`src/design/cfr_pkg.sv`:
```
`timescale 1ns / 1ps

package cfr_pkg;

	localparam int CFG_IDX_W    = 3;
	localparam int NUM_LEN_REGS = 4;
	localparam int SHOWN_BYTES  = 5;

	// configuration register indexes
	localparam logic [CFG_IDX_W-1:0] REG_SYNC = 3'd0;
	localparam logic [CFG_IDX_W-1:0] REG_LEN0 = 3'd1;
	localparam logic [CFG_IDX_W-1:0] REG_LEN1 = 3'd2;
	localparam logic [CFG_IDX_W-1:0] REG_LEN2 = 3'd3;
	localparam logic [CFG_IDX_W-1:0] REG_LEN3 = 3'd4;

	localparam logic [7:0] SYNC_RESET = 8'h21;
	localparam logic [2:0] LEN0_RESET = 3'd5;
	localparam logic [2:0] LEN1_RESET = 3'd0;
	localparam logic [2:0] LEN2_RESET = 3'd1;
	localparam logic [2:0] LEN3_RESET = 3'd0;

	typedef struct packed {
		logic [7:0]                   sync_value;
		logic [NUM_LEN_REGS-1:0][2:0] length;
	} cfg_t;

	typedef struct packed {
		logic [1:0]                  command;
		logic [2:0]                  payload_len;
		logic [SHOWN_BYTES-1:0][7:0] payload;
	} result_t;

endpackage

```
`src/design/cfr_config.sv`:
```
`timescale 1ns / 1ps

module cfr_config (
	input  logic                         clk,
	input  logic                         arst_n,
	input  logic                         cfg_valid,
	output logic                         cfg_ready,
	input  logic [cfr_pkg::CFG_IDX_W-1:0] cfg_index,
	input  logic [7:0]                   cfg_data,
	output cfr_pkg::cfg_t                cfg
);
	import cfr_pkg::*;

	cfg_t cfg_q;

	assign cfg_ready = 1'b1;
	assign cfg      = cfg_q;

	always_ff @(posedge clk or negedge arst_n) begin
		if (!arst_n) begin
			cfg_q.sync_value <= SYNC_RESET;
			cfg_q.length[0]  <= LEN0_RESET;
			cfg_q.length[1]  <= LEN1_RESET;
			cfg_q.length[2]  <= LEN2_RESET;
			cfg_q.length[3]  <= LEN3_RESET;
		end else if (cfg_valid && cfg_ready) begin
			unique case (cfg_index)
				REG_SYNC: cfg_q.sync_value <= cfg_data;
				REG_LEN0: cfg_q.length[0]  <= cfg_data[2:0];
				REG_LEN1: cfg_q.length[1]  <= cfg_data[2:0];
				REG_LEN2: cfg_q.length[2]  <= cfg_data[2:0];
				REG_LEN3: cfg_q.length[3]  <= cfg_data[2:0];
				default: ;  // unknown index, write dropped
			endcase
		end
	end

endmodule

```
`src/design/cfr_parser.sv`:
```
`timescale 1ns / 1ps

module cfr_parser #(
	parameter int MAX_PAYLOAD  = 5,
	parameter int NUM_COMMANDS = 4
) (
	input  logic             clk,
	input  logic             arst_n,
	input  cfr_pkg::cfg_t    cfg,
	input  logic             in_valid,
	output logic             in_ready,
	input  logic [7:0]       rx_byte,
	input  logic             out_full,
	output logic             res_valid,
	output cfr_pkg::result_t res
);
	import cfr_pkg::*;

	localparam int         MAX_CLIP = (MAX_PAYLOAD > 7) ? 7 : MAX_PAYLOAD;
	localparam logic [2:0] MAX_LEN  = 3'(MAX_CLIP);
	localparam logic [7:0] CMD_LIMIT = 8'(NUM_COMMANDS);

	typedef enum logic [4:0] {
		PH_SYNC1 = 5'b00001,
		PH_SYNC2 = 5'b00010,
		PH_CMD   = 5'b00100,
		PH_DATA  = 5'b01000,
		PH_SUM   = 5'b10000
	} phase_t;

	phase_t     phase_q, phase_d;
	logic [1:0] held_cmd_q, held_cmd_d;
	logic [2:0] exp_len_q, exp_len_d;
	logic [2:0] taken_q, taken_d;
	logic [7:0] sum_q, sum_d;
	logic [7:0] store_q [MAX_PAYLOAD];
	logic [SHOWN_BYTES-1:0][7:0] shown;

	logic       accept;
	logic [2:0] len_sel;
	logic [2:0] len_sat;
	logic [2:0] taken_inc;

	// only a checksum byte can produce a result, so other bytes pass a full output
	assign in_ready  = (phase_q != PH_SUM) || !out_full;
	assign accept    = in_valid && in_ready;
	assign len_sel   = cfg.length[rx_byte[1:0]];
	assign len_sat   = (len_sel > MAX_LEN) ? MAX_LEN : len_sel;
	assign taken_inc = taken_q + 3'd1;

	always_comb begin
		phase_d    = phase_q;
		held_cmd_d = held_cmd_q;
		exp_len_d  = exp_len_q;
		taken_d    = taken_q;
		sum_d      = sum_q;
		res_valid  = 1'b0;
		if (accept) begin
			unique case (phase_q)
				PH_SYNC2: phase_d = (rx_byte == cfg.sync_value) ? PH_CMD : PH_SYNC1;
				PH_CMD: begin
					if (rx_byte < CMD_LIMIT) begin
						held_cmd_d = rx_byte[1:0];
						exp_len_d  = len_sat;
						taken_d    = 3'd0;
						sum_d      = rx_byte;
						phase_d    = (len_sat == 3'd0) ? PH_SUM : PH_DATA;
					end else begin
						phase_d = PH_SYNC1;
					end
				end
				PH_DATA: begin
					sum_d   = sum_q + rx_byte;
					taken_d = taken_inc;
					if (taken_inc >= exp_len_q) begin
						phase_d = PH_SUM;
					end
				end
				PH_SUM: begin
					res_valid = (rx_byte == sum_q);
					phase_d   = PH_SYNC1;
				end
				default: phase_d = (rx_byte == cfg.sync_value) ? PH_SYNC2 : PH_SYNC1;
			endcase
		end
	end

	always_ff @(posedge clk or negedge arst_n) begin
		if (!arst_n) begin
			phase_q    <= PH_SYNC1;
			held_cmd_q <= 2'd0;
			exp_len_q  <= 3'd0;
			taken_q    <= 3'd0;
			sum_q      <= 8'd0;
		end else begin
			phase_q    <= phase_d;
			held_cmd_q <= held_cmd_d;
			exp_len_q  <= exp_len_d;
			taken_q    <= taken_d;
			sum_q      <= sum_d;
		end
	end

	always_ff @(posedge clk or negedge arst_n) begin
		if (!arst_n) begin
			for (int k = 0; k < MAX_PAYLOAD; k++) begin
				store_q[k] <= 8'd0;
			end
		end else if (accept && (phase_q == PH_DATA)) begin
			for (int k = 0; k < MAX_PAYLOAD; k++) begin
				if (taken_q == 3'(k)) begin
					store_q[k] <= rx_byte;
				end
			end
		end
	end

	// bytes past the frame length read as zero
	for (genvar k = 0; k < SHOWN_BYTES; k++) begin : g_shown
		if (k < MAX_PAYLOAD) begin : g_real
			assign shown[k] = (3'(k) < exp_len_q) ? store_q[k] : 8'd0;
		end else begin : g_none
			assign shown[k] = 8'd0;
		end
	end

	assign res.command     = held_cmd_q;
	assign res.payload_len = exp_len_q;
	assign res.payload     = shown;

endmodule

```
`src/design/cfr_out_reg.sv`:
```
`timescale 1ns / 1ps

module cfr_out_reg (
	input  logic             clk,
	input  logic             arst_n,
	input  logic             load,
	input  cfr_pkg::result_t res_in,
	output logic             out_valid,
	input  logic             out_ready,
	output logic             out_full,
	output cfr_pkg::result_t res_out
);
	import cfr_pkg::*;

	logic    valid_q;
	result_t res_q;

	assign out_valid = valid_q;
	assign out_full  = valid_q && !out_ready;
	assign res_out   = res_q;

	always_ff @(posedge clk or negedge arst_n) begin
		if (!arst_n) begin
			valid_q <= 1'b0;
		end else if (load) begin
			valid_q <= 1'b1;
		end else if (out_ready) begin
			valid_q <= 1'b0;
		end
	end

	always_ff @(posedge clk) begin
		if (load) begin
			res_q <= res_in;
		end
	end

endmodule

```
`src/design/command_frame_receiver_core.sv`:
```
`timescale 1ns / 1ps

// framed command receiver
// in channel (in_valid/in_ready, rx_byte) takes one received byte per transaction.
// a frame is sync, sync, command, that command's payload bytes, checksum; the
// checksum is command plus payload modulo 256. a good frame gives one transaction
// on the out channel (command, payload_len, payload_b0..payload_b4, unused bytes
// zero); a bad sync, command or checksum drops the frame without a result.
// cfg channel (cfg_valid/cfg_ready, cfg_index, cfg_data) writes sync_value (0)
// and the per-command lengths (1..4); cfg_ready is always high, write only when idle.
// throughput: one byte per cycle, but a checksum byte stalls while the output is full.
// latency: the result is registered and shows on out_valid the cycle after
// the checksum byte is taken.
// when the output is held by out_ready low, bytes keep being accepted except a
// checksum byte, which waits until the output register frees up.
// reset: all registers but the result data return to defaults; parser hunts for sync.
module command_frame_receiver_core #(
	parameter int MAX_PAYLOAD  = 5,
	parameter int NUM_COMMANDS = 4
) (
	input  logic                          clk,
	input  logic                          arst_n,
	input  logic                          cfg_valid,
	output logic                          cfg_ready,
	input  logic [cfr_pkg::CFG_IDX_W-1:0] cfg_index,
	input  logic [7:0]                    cfg_data,
	input  logic                          in_valid,
	output logic                          in_ready,
	input  logic [7:0]                    rx_byte,
	output logic                          out_valid,
	input  logic                          out_ready,
	output logic [1:0]                    command,
	output logic [2:0]                    payload_len,
	output logic [7:0]                    payload_b0,
	output logic [7:0]                    payload_b1,
	output logic [7:0]                    payload_b2,
	output logic [7:0]                    payload_b3,
	output logic [7:0]                    payload_b4
);
	import cfr_pkg::*;

	cfg_t    cfg;
	result_t res;
	result_t res_out;
	logic    res_valid;
	logic    out_full;

	cfr_config u_config (
		.clk       (clk),
		.arst_n    (arst_n),
		.cfg_valid (cfg_valid),
		.cfg_ready (cfg_ready),
		.cfg_index (cfg_index),
		.cfg_data  (cfg_data),
		.cfg       (cfg)
	);

	cfr_parser #(
		.MAX_PAYLOAD  (MAX_PAYLOAD),
		.NUM_COMMANDS (NUM_COMMANDS)
	) u_parser (
		.clk       (clk),
		.arst_n    (arst_n),
		.cfg       (cfg),
		.in_valid  (in_valid),
		.in_ready  (in_ready),
		.rx_byte   (rx_byte),
		.out_full  (out_full),
		.res_valid (res_valid),
		.res       (res)
	);

	cfr_out_reg u_out_reg (
		.clk       (clk),
		.arst_n    (arst_n),
		.load      (res_valid),
		.res_in    (res),
		.out_valid (out_valid),
		.out_ready (out_ready),
		.out_full  (out_full),
		.res_out   (res_out)
	);

	assign command     = res_out.command;
	assign payload_len = res_out.payload_len;
	assign payload_b0  = res_out.payload[0];
	assign payload_b1  = res_out.payload[1];
	assign payload_b2  = res_out.payload[2];
	assign payload_b3  = res_out.payload[3];
	assign payload_b4  = res_out.payload[4];

endmodule

```
`config.mk`:
```
export PLATFORM = sky130hd
export DESIGN_NAME = command_frame_receiver_core
export DESIGN_NICKNAME = d
export VERILOG_FILES = /design/src/design/cfr_pkg.sv /design/src/design/cfr_config.sv /design/src/design/cfr_parser.sv /design/src/design/cfr_out_reg.sv /design/src/design/command_frame_receiver_core.sv
export SDC_FILE = /design/constraint.sdc
export NUM_CORES = 1
export LEC_CHECK = 0
export ABC_AREA = 1
export BUFFER_PORTS_ARGS = -buffer_cell sky130_fd_sc_hd__buf_2
export CAP_MARGIN = 20
export CORE_MARGIN = 2
export CORE_UTILIZATION = 45
export DETAILED_ROUTE_END_ITERATION = 10
export PLACE_DENSITY = 0.65
export SYNTH_ARGS = -nofsm -noshare
export SYNTH_HDL_FRONTEND = slang
export SYNTH_SLANG_ARGS = --single-unit
```
`constraint.sdc`:
```
create_clock -name clk -period 9.2 [get_ports clk]
set_clock_uncertainty 0.05 [all_clocks]
set_input_delay 1.38 -clock clk [delete_from_list [all_inputs] [get_ports clk]]
set_output_delay 1.38 -clock clk [all_outputs]
set_load 0.02 [all_outputs]
```
## Word-level counts from Yosys, hierarchy flattened

Index checks and enable logic that the tools add are counted.

- Bits in registers: 127
- Bits of input ports: 24
- Output and inout bits: 48
- Word-level logic and storage cells: 92

- $add $sub $neg: 2
- Order comparisons: 9
- Eq/ne operators: 17
- Mux-type cells: 17
- Reductions and logical operators: 24

Operators with widths:

| operator | number |
|---|---|
| 2-bit AND reduction | 11 |
| 5-bit case mux with 4 select lines | 1 |
| 8-bit == test | 2 |
| 8-bit case mux with 2 select lines | 1 |
| 5-bit two-way mux | 3 |
| 3-bit by 2-bit == test with 1-bit output, second input constant | 4 |
| 3-bit two-way mux | 4 |
| 3-bit logical NOT | 3 |
| 8-bit adder | 1 |
| 8-bit by 3-bit less-than comparator with 1-bit output, second input constant | 1 |
| 8-bit two-way mux | 1 |
| 3-bit binary-select mux with 2-bit select | 1 |
| 3-bit by 1-bit == test with 1-bit output, second input constant | 2 |
| 3-bit == test, second input constant | 2 |
| 1-bit by 3-bit less-than comparator with 1-bit output, first input constant | 2 |
| 2-bit by 3-bit less-than comparator with 1-bit output, first input constant | 2 |
| 3-bit case mux with 2 select lines | 1 |
| 3-bit AND reduction | 2 |
| 5-bit by 2-bit == test with 1-bit output, second input constant | 1 |
| 5-bit by 3-bit == test with 1-bit output, second input constant | 1 |
| 5-bit by 4-bit == test with 1-bit output, second input constant | 1 |
| 5-bit == test, second input constant | 1 |
| 5-bit != test, second input constant | 1 |
| 1-bit two-way mux | 4 |
| 11 further kinds | 16 |

## Depth between registers and ports, before layout

Gate-level depths: netlist of the first run.

- Depth in word-level cells: 8
- Depth in mapped cells: 12
- Gate-level depth less buffers: 12

## Cells and area by module

A second synthesis of the first run with hierarchy kept.

- Cell total of the unflattened synthesis: 651
- Area total of the unflattened synthesis: 6100.9 um2

Modules (own cells, without submodules):

| module | times used | cells each | area an instance (um2) | sequential area each (um2) |
|---|---|---|---|---|
| cfr_parser | 1 | 499 | 3843.7 | 1527.7 |
| cfr_out_reg | 1 | 51 | 1397.6 | 1376.3 |
| cfr_config | 1 | 101 | 859.6 | 506.7 |

## Worst setup path after synthesis of the first run

Ideal clock, no wire load.

- Path type: input-to-reg
- Start point: input rx_byte[4]
- End point: register u_out_reg.res_q, in the netlist u_out_reg.res_out[0] (enable)
- Setup time: 0.448 ns
- Arrival: 4.031 ns
- Required time: 8.702 ns
- Path slack: 4.671 ns
- Stages: 4
- Path buffers: 0
- Cell sequence: ha_1 nor4_1 nand4_1 nor2_1

- Word-level cells in the longest chain between the ends: 3

Ends and longest elaborated chain:

| what | RTL line | RTL |
|---|---|---|
| from (decl) | command_frame_receiver_core.sv:29 | `input logic [7:0] rx_byte,` |
| 8-bit == test | cfr_parser.sv:80 | `res_valid = (rx_byte == sum_q);` |
| 1-bit two-way mux | cfr_parser.sv:59 | `unique case (phase_q)` |
| 1-bit two-way mux | cfr_parser.sv:58 | `if (accept) begin` |
| named net res_valid | command_frame_receiver_core.sv:45 | `logic res_valid;` |
| to (signal assigned) | cfr_out_reg.sv:34 | `res_q <= res_in;` |
| to (decl) | cfr_out_reg.sv:16 | `result_t res_q;` |

The timed path passes the listed nets, and every way through them passes these cells.
A chain may end at the register's enable or synchronous reset.

## Worst setup path in the final report of the first run

- Start point: input out_ready
- End point: output in_ready

- Word-level cells in the longest chain between the ends: 4

Ends and longest elaborated chain:

| what | RTL line | RTL |
|---|---|---|
| from (decl) | command_frame_receiver_core.sv:31 | `input logic out_ready,` |
| 1-bit logical NOT | cfr_out_reg.sv:19 | `assign out_full = valid_q && !out_ready;` |
| 1-bit logical AND | cfr_out_reg.sv:19 |  |
| 1-bit logical NOT | cfr_parser.sv:45 | `assign in_ready = (phase_q != PH_SUM) \|\| !out_full;` |
| 1-bit logical OR | cfr_parser.sv:45 |  |
| to (decl) | command_frame_receiver_core.sv:28 | `output logic in_ready,` |

No other way between the ends.

==> reports/metrics.csv, run 1 <==
metric,value,unit
fillers,1151,
detailedRoute.firstPassIterationCount,5,
setup_viol,0,
critPathRequiredTime,7.77,ns
postCtsSetupRepairBufs,0,
irDropWorstVdd,0.1166,mV
postRouteWirelength,11830,um
clkSlewWorstSetupHoldPaths,0.05,ns
timing.hold.worst.class,flop to flop,
final.setup.tns,0,ns
fp-row-count,41,
cp_common_cell,sky130_fd_sc_hd__buf_2,
areaGrowthSynthToFinish,18.19,%
fp.dieArea,13890,sq um
max_slew.worst_pin.slew,0.8370,ns
min_period,3.348,ns
ys_seq_area_share,58.49,%
grt.met1_usage,22.23,%
critical_path.cell_chain,buf_2 -> nor2_1 -> nand4_1 -> buf_2,
critical-path-max-stage-delay,0.19,ns
yosys-top-cells-count,"sky130_fd_sc_hd__nand2_1 (152), sky130_fd_sc_hd__inv_1 (80), sky130_fd_sc_hd__dfrtp_1 (76)",
asyncSetResetFlopFracSynth,64.57,%
clock.fmax,298.7,MHz
timing.max_cap.violations,0,
clk_latency,0.42,ns
grt_first_pass_wirelength,19800,um
route.detailed.vias_per_inst,4.896,
design.portCount,72,
design_power_total,1.356,mW
grt_antenna_before_repair,0,
period_share,36.39,%
use_met3,5.620,%
per_instance_average_area_after_synthesis,9.720,sq um
port_buffers,70,
cts_tree,yes,
dieWidth,117.8,um
cts_hold_buffers,0,
number_of_flops_mapped_to_enable_cells_by_yosys,45,
synth_register_bits,127,
worst-setup-path-type,input port to output pin,
cts.repair.resized,0,
slowest_stage,sky130_fd_sc_hd__buf_2,
maxSlewViolCount,0,
slew_headroom,43.77,%
crit_end_element,output pin,
drt_iter0_drc,265,
netlist_area,5832,sq um
post_drt_wl_per_cell,13.69,um
grt-ovfl-total,0,
first_global_vias,4136,
number_of_sinks_driven_by_the_clock_tree,127,
synth.top_cells.by_area,"sky130_fd_sc_hd__dfrtp_1 (33%), sky130_fd_sc_hd__edfxtp_1 (23%), sky130_fd_sc_hd__nand2_1 (9.8%)",
detail-route-antenna-nets,0,
hpwlAfterDp,8224,um
synth_cells,600,
dr_total_vias,4230,
grt_max_degree,83,
die_h,117.8,um
finalWeightedCongestion,0.8498,
use_met2,30.89,%
h-tree-depth,4,
synth_most_common_cell,sky130_fd_sc_hd__nand2_1,
grt-busiest-layer,met2,
report.final.hold_viol_count,0,
cp_top_delay_family,buffers and inverters,
critical_path_peak_fanout,2,
design.core.area,12620,sq um
floorplan.initialDensity,46.21,%
crit_arrival,1.92,ns
synth_top_cell_area_share,32.61,%
holdWs,0.4004,ns
layout.nets,719,
clock-root-buffer,sky130_fd_sc_hd__clkbuf_16,
route.detailed.drc,0,
numCtsBuffers,17,
rsz_0062_raised_after_global_routing,no,
yosysWarningCount,0,
power.static_leakage,3.325,nW
synth-main-ff-cell,sky130_fd_sc_hd__dfrtp_1,
yosysUniqueCellTypes,38,
groute.usage.overall,18.40,%
startpoint_type,input port,
mappedNetlistNets,640,
p_per_area,196.7,nW/um^2
drive_gt1_share,19.94,%
critical_path_buf_inv_count,2,
antenna_diode_count,0,
clk_path_buf_depth,2,
outcome,finished clean,
yosys.area.top_type,sky130_fd_sc_hd__dfrtp_1,
cell type report:
| cell class | count | area [sq um] | area share (%) |
|---|---|---|---|
| inverters | 82 | 312.8 | 4.538 |
| clock inverters | 10 | 88.84 | 1.289 |
| flip-flops and latches | 127 | 3411 | 49.48 |
| well taps | 172 | 215.2 | 3.122 |
| repair buffers | 72 | 400.4 | 5.809 |
| multi-input cells | 379 | 2011 | 29.17 |
| clock buffers | 22 | 454.2 | 6.589 |
cells by family (layout without fill, tap and decap cells):
| family | Yosys count | count (layout) | share of synthesized area, % |
|---|---|---|---|
| AND/OR/NAND/NOR | 263 | 263 | 20.27 |
| AO/OA/AOI/OAI | 85 | 85 | 8.131 |
| flip-flops | 127 | 127 | 58.49 |
| XOR/XNOR | 9 | 9 | 1.352 |
| multiplexers | 5 | 5 | 0.9654 |
| adder cells (fa/ha/maj) | 16 | 16 | 3.561 |
| buffers and inverters | 94 | 186 | 7.166 |
| other | 1 | 1 | 0.06430 |
registers in the layout (all words and copies together), names as in the netlist:
signal	count
u_parser.taken_q	3
u_parser.held_cmd_q	2
u_out_reg.res_out	45
u_parser.sum_q	8
u_config.cfg	20
u_parser.exp_len_q	3
u_out_reg.out_valid	1
u_parser.store_q	40
u_parser.phase_q	5
through the flow:
stage	util [%]	setup WS [ns]	area, sq um	std cells
detailed placement	50.10	5.733	6322	831
finish	54.62	5.852	6893	864
global placement	49.94	5.368	6302	830
global route	54.62	5.779	6893	864
CTS	54.40	5.835	6865	863
floorplan	-	4.671	5832	600
worst paths after layout:
| path | startpoint | to | slack [ns] | cells after the start |
|---|---|---|---|---|
| setup / recovery | out_ready | in_ready | 5.85 | 4 |
| hold / removal | u_parser.held_cmd_q[0]$_DFFE_PN0P_ | u_out_reg.res_out[43]$_DFFE_PP_ | 0.40 | 0 |
| setup reg to reg | u_parser.sum_q[4]$_DFFE_PN0P_ | u_out_reg.res_out[38]$_SDFFCE_PP0P_ | 6.87 | 5 |
| hold reg to reg | u_parser.held_cmd_q[0]$_DFFE_PN0P_ | u_out_reg.res_out[43]$_DFFE_PP_ | 0.40 | 0 |
| max in group asynchronous | arst_n | u_config.cfg[2]$_DFFE_PN1P_ | 7.70 | 2 |
| min in group asynchronous | arst_n | u_parser.phase_q[3]$_DFFE_PN0P_ | 0.78 | 1 |
power breakdown:
| part | switching (mW) | internal [mW] |
|---|---|---|
| registers | 0.0168 | 0.610 |
| clock network | 0.240 | 0.376 |
| logic | 0.0694 | 0.0434 |
layer usage:
metal / vias to the layer above / wire [um] / share of wire (%)
met5: - / 0 / 0
met4: 0 / 276 / 2.3
met3: 25 / 672 / 5.7
met2: 140 / 5705 / 48
met1: 1974 / 5177 / 44
li1: 2091 / - / -
placed cells by master, fill, tap and decap left out, types with 3 or more instances in the layout:
| cell | count |
|---|---|
| sky130_fd_sc_hd__nand2_1 | 152 |
| sky130_fd_sc_hd__o21ai_0 | 30 |
| sky130_fd_sc_hd__mux2_2 | 5 |
| sky130_fd_sc_hd__o21ai_1 | 32 |
| sky130_fd_sc_hd__nand4_1 | 6 |
| sky130_fd_sc_hd__edfxtp_1 | 45 |
| sky130_fd_sc_hd__nand3_1 | 16 |
| sky130_fd_sc_hd__xnor2_1 | 8 |
| sky130_fd_sc_hd__dfstp_2 | 6 |
| sky130_fd_sc_hd__clkinv_4 | 3 |
| sky130_fd_sc_hd__dfrtp_1 | 76 |
| sky130_fd_sc_hd__clkbuf_16 | 17 |
| sky130_fd_sc_hd__clkinv_1 | 3 |
| sky130_fd_sc_hd__nor2_4 | 4 |
| sky130_fd_sc_hd__clkbuf_1 | 4 |
| sky130_fd_sc_hd__nand4_4 | 4 |
| sky130_fd_sc_hd__ha_1 | 15 |
| sky130_fd_sc_hd__buf_2 | 69 |
| sky130_fd_sc_hd__nor2_1 | 65 |
| sky130_fd_sc_hd__nor2_2 | 4 |
| sky130_fd_sc_hd__a21oi_1 | 8 |
| sky130_fd_sc_hd__o21ai_2 | 9 |
| sky130_fd_sc_hd__nand3b_1 | 3 |
| sky130_fd_sc_hd__inv_1 | 80 |
Note: power is estimated with default switching activity, not from simulation.
==> run 2, diff against run 1 <==
- clock period: 9.2 -> 3.2 ns (I/O delays scaled with it)
==> reports/metrics.csv, run 2 (synthesis results as in run 1) <==
metric,value,unit,change
outcome,finished clean,,
clk_path_buf_depth,2,,unchanged
period_share,66.63,%,
design.portCount,72,,unchanged
report.final.hold_viol_count,0,,unchanged
min_period,2.132,ns,
number_of_flip_flops_under_the_largest_register_name,45,,unchanged
clk_latency,0.42,ns,about the same
maxSlewViolCount,0,,unchanged
grt-ovfl-total,0,,unchanged
p_per_area,580.6,nW/um^2,+200%
areaGrowthSynthToFinish,19.27,%,
port_buffers,70,,unchanged
reg2reg_setup_slack,1.07,ns,-5.80 ns
layout.cells.most_common_list,"sky130_fd_sc_hd__nand2_1 (152), sky130_fd_sc_hd__inv_1 (80), sky130_fd_sc_hd__dfrtp_1 (76)",,
drt_iter0_drc,220,,-17%
detailed_place.area,6322,sq um,unchanged
h-tree-depth,4,,unchanged
leading_cell_type_in_the_layout_fill_and_taps_excluded,sky130_fd_sc_hd__nand2_1,,
crit_path_start,u_parser.phase_q[1]$_DFFE_PN0P_,,
cts_tree,yes,,
startpoint_type,flop,,
multiInputGateArea,2011,sq um,unchanged
grt_first_pass_wirelength,19490,um,-1.6%
cts_hold_buffers,0,,unchanged
rsz_0062_raised_after_global_routing,no,,
routed.top_layer,met4,,
finalWeightedCongestion,0.8274,,-2.6%
met3RoutedLength,513,um,-24%
number_of_sinks_driven_by_the_clock_tree,127,,unchanged
reg2reg_to,u_parser.sum_q[2]$_DFFE_PN0P_,,
fp-row-count,41,,unchanged
power.static_leakage,3.361,nW,+1.1%
grt_max_degree,83,,unchanged
postRouteWirelength,11640,um,-1.7%
groute.usage.overall,18.19,%,-0.21 points
post-place-ws,0.8339,ns,-4.900 ns
worst-r2r-cell-count,8,,+3
route.detailed.vias_per_inst,4.808,,-1.8%
final_critical_path_setup_slack,1.068,ns,-4.784 ns
fillers,1159,,+0.70%
postCtsSetupRepairBufs,0,,unchanged
die_h,117.8,um,unchanged
dr_total_vias,4159,,-1.7%
hpwlAfterDp,8052,um,-2.1%
critPathRequiredTime,3.45,ns,-4.32 ns
critical_path_peak_fanout,13,,+11
numCtsBuffers,17,,unchanged
detailedRoute.firstPassIterationCount,4,,-1
setup.worst_path.end,u_parser.sum_q[2]$_DFFE_PN0P_,,
crit_end_element,flop,,
detail-route-antenna-nets,0,,unchanged
first_global_vias,4063,,-1.8%
timing.hold.worst.class,input port to flop,,
floorplan.initialDensity,46.21,%,unchanged
design_power_total,4.038,mW,+200%
max_slew.worst_pin.slew,0.8141,ns,-0.02294 ns
timing.max_cap.violations,0,,unchanged
design.core.area,12620,sq um,unchanged
layout_cell_area_excl_fill,6955,sq um,+0.91%
worstReg2RegStart,u_parser.phase_q[1]$_DFFE_PN0P_,,
post_drt_wl_per_cell,13.45,um,-1.8%
route.detailed.drc,0,,unchanged
met1Wirelength,5397,um,+4.2%
crit_arrival,2.38,ns,+0.46 ns
clock-root-buffer,sky130_fd_sc_hd__clkbuf_16,,
utilization,55.12,%,+0.50 points
clock.fmax,469.0,MHz,
met2RoutedLength,5478,um,-4.0%
slew_headroom,45.31,%,+1.5 points
drive_gt1_share,20.35,%,+0.40 points
fp.dieArea,13890,sq um,unchanged
antenna_diode_count,0,,unchanged
irDropWorstVdd,0.4573,mV,+290%
final.setup.tns,0,ns,unchanged
setup_viol,0,,unchanged
grt_antenna_before_repair,0,,unchanged
sequential_cell_area,3411,sq um,unchanged
worst-setup-path-type,flop to flop,,
cts.repair.resized,0,,unchanged
clkSlewWorstSetupHoldPaths,0.05,ns,about the same
dieWidth,117.8,um,unchanged
layout.nets,720,,+0.14%
==> run 2: area by class of cell <==
| class | count | area share, % |
|---|---|---|
| tap | 172 | 3.094 |
| multi-input combinational | 379 | 28.91 |
| sequential | 127 | 49.04 |
| clock buffer | 24 | 7.070 |
| timing repair buffer | 73 | 5.900 |
| inverter | 82 | 4.497 |
| clock inverter | 8 | 1.493 |
==> run 2: how the worst min path moves through the flow <==
stage                                            start                               to  depth (start not counted)
finish                                     cfg_data[7]     u_config.cfg[19]$_DFFE_PN0P_                          2
global route                               cfg_data[7]     u_config.cfg[19]$_DFFE_PN0P_                          2
CTS                                        cfg_data[7]     u_config.cfg[19]$_DFFE_PN0P_                          2
detailed placement  u_parser.held_cmd_q[0]$_DFFE_PN0P_  u_out_reg.res_out[43]$_DFFE_PP_                          0
global placement    u_parser.held_cmd_q[0]$_DFFE_PN0P_  u_out_reg.res_out[43]$_DFFE_PP_                          0
floorplan                                       arst_n     u_config.cfg[10]$_DFFE_PN0P_                          0
==> run 2: where the power goes <==
group	internal (mW)	switching (mW)
combinational	0.126	0.199
clock	1.23	0.683
sequential	1.75	0.0466
==> run 2: layer usage <==
metal  up-vias  track usage [%]
met3        21            5.136
met5         -                0
li1       2086                -
met1      1939            23.18
met4         0            8.961
met2       113            28.56
==> run 2: worst max-delay path: stages, from the launching register on <==
cell and delay (ns):
sky130_fd_sc_hd__dfrtp_1 0.42, sky130_fd_sc_hd__nor2_4 0.16, sky130_fd_sc_hd__nand3_2 0.32, sky130_fd_sc_hd__nand2_1 0.20, sky130_fd_sc_hd__nand2_1 0.08, sky130_fd_sc_hd__nor2_2 0.38
sky130_fd_sc_hd__inv_1 0.23, sky130_fd_sc_hd__nand2_1 0.12, sky130_fd_sc_hd__nand2_1 0.06
==> run 2: per-stage QoR <==
| stage | instances | hold slack (ns) |
|---|---|---|
| 6_report | 865 | 0.2451 |
| 5_1_grt | 865 | 0.2228 |
| 4_1_cts | 863 | 0.2183 |
| 3_5_place_dp | 831 | 0.3985 |
| 3_3_place_gp | 831 | 0.3914 |
| 2_1_floorplan | 600 | 0.1344 |
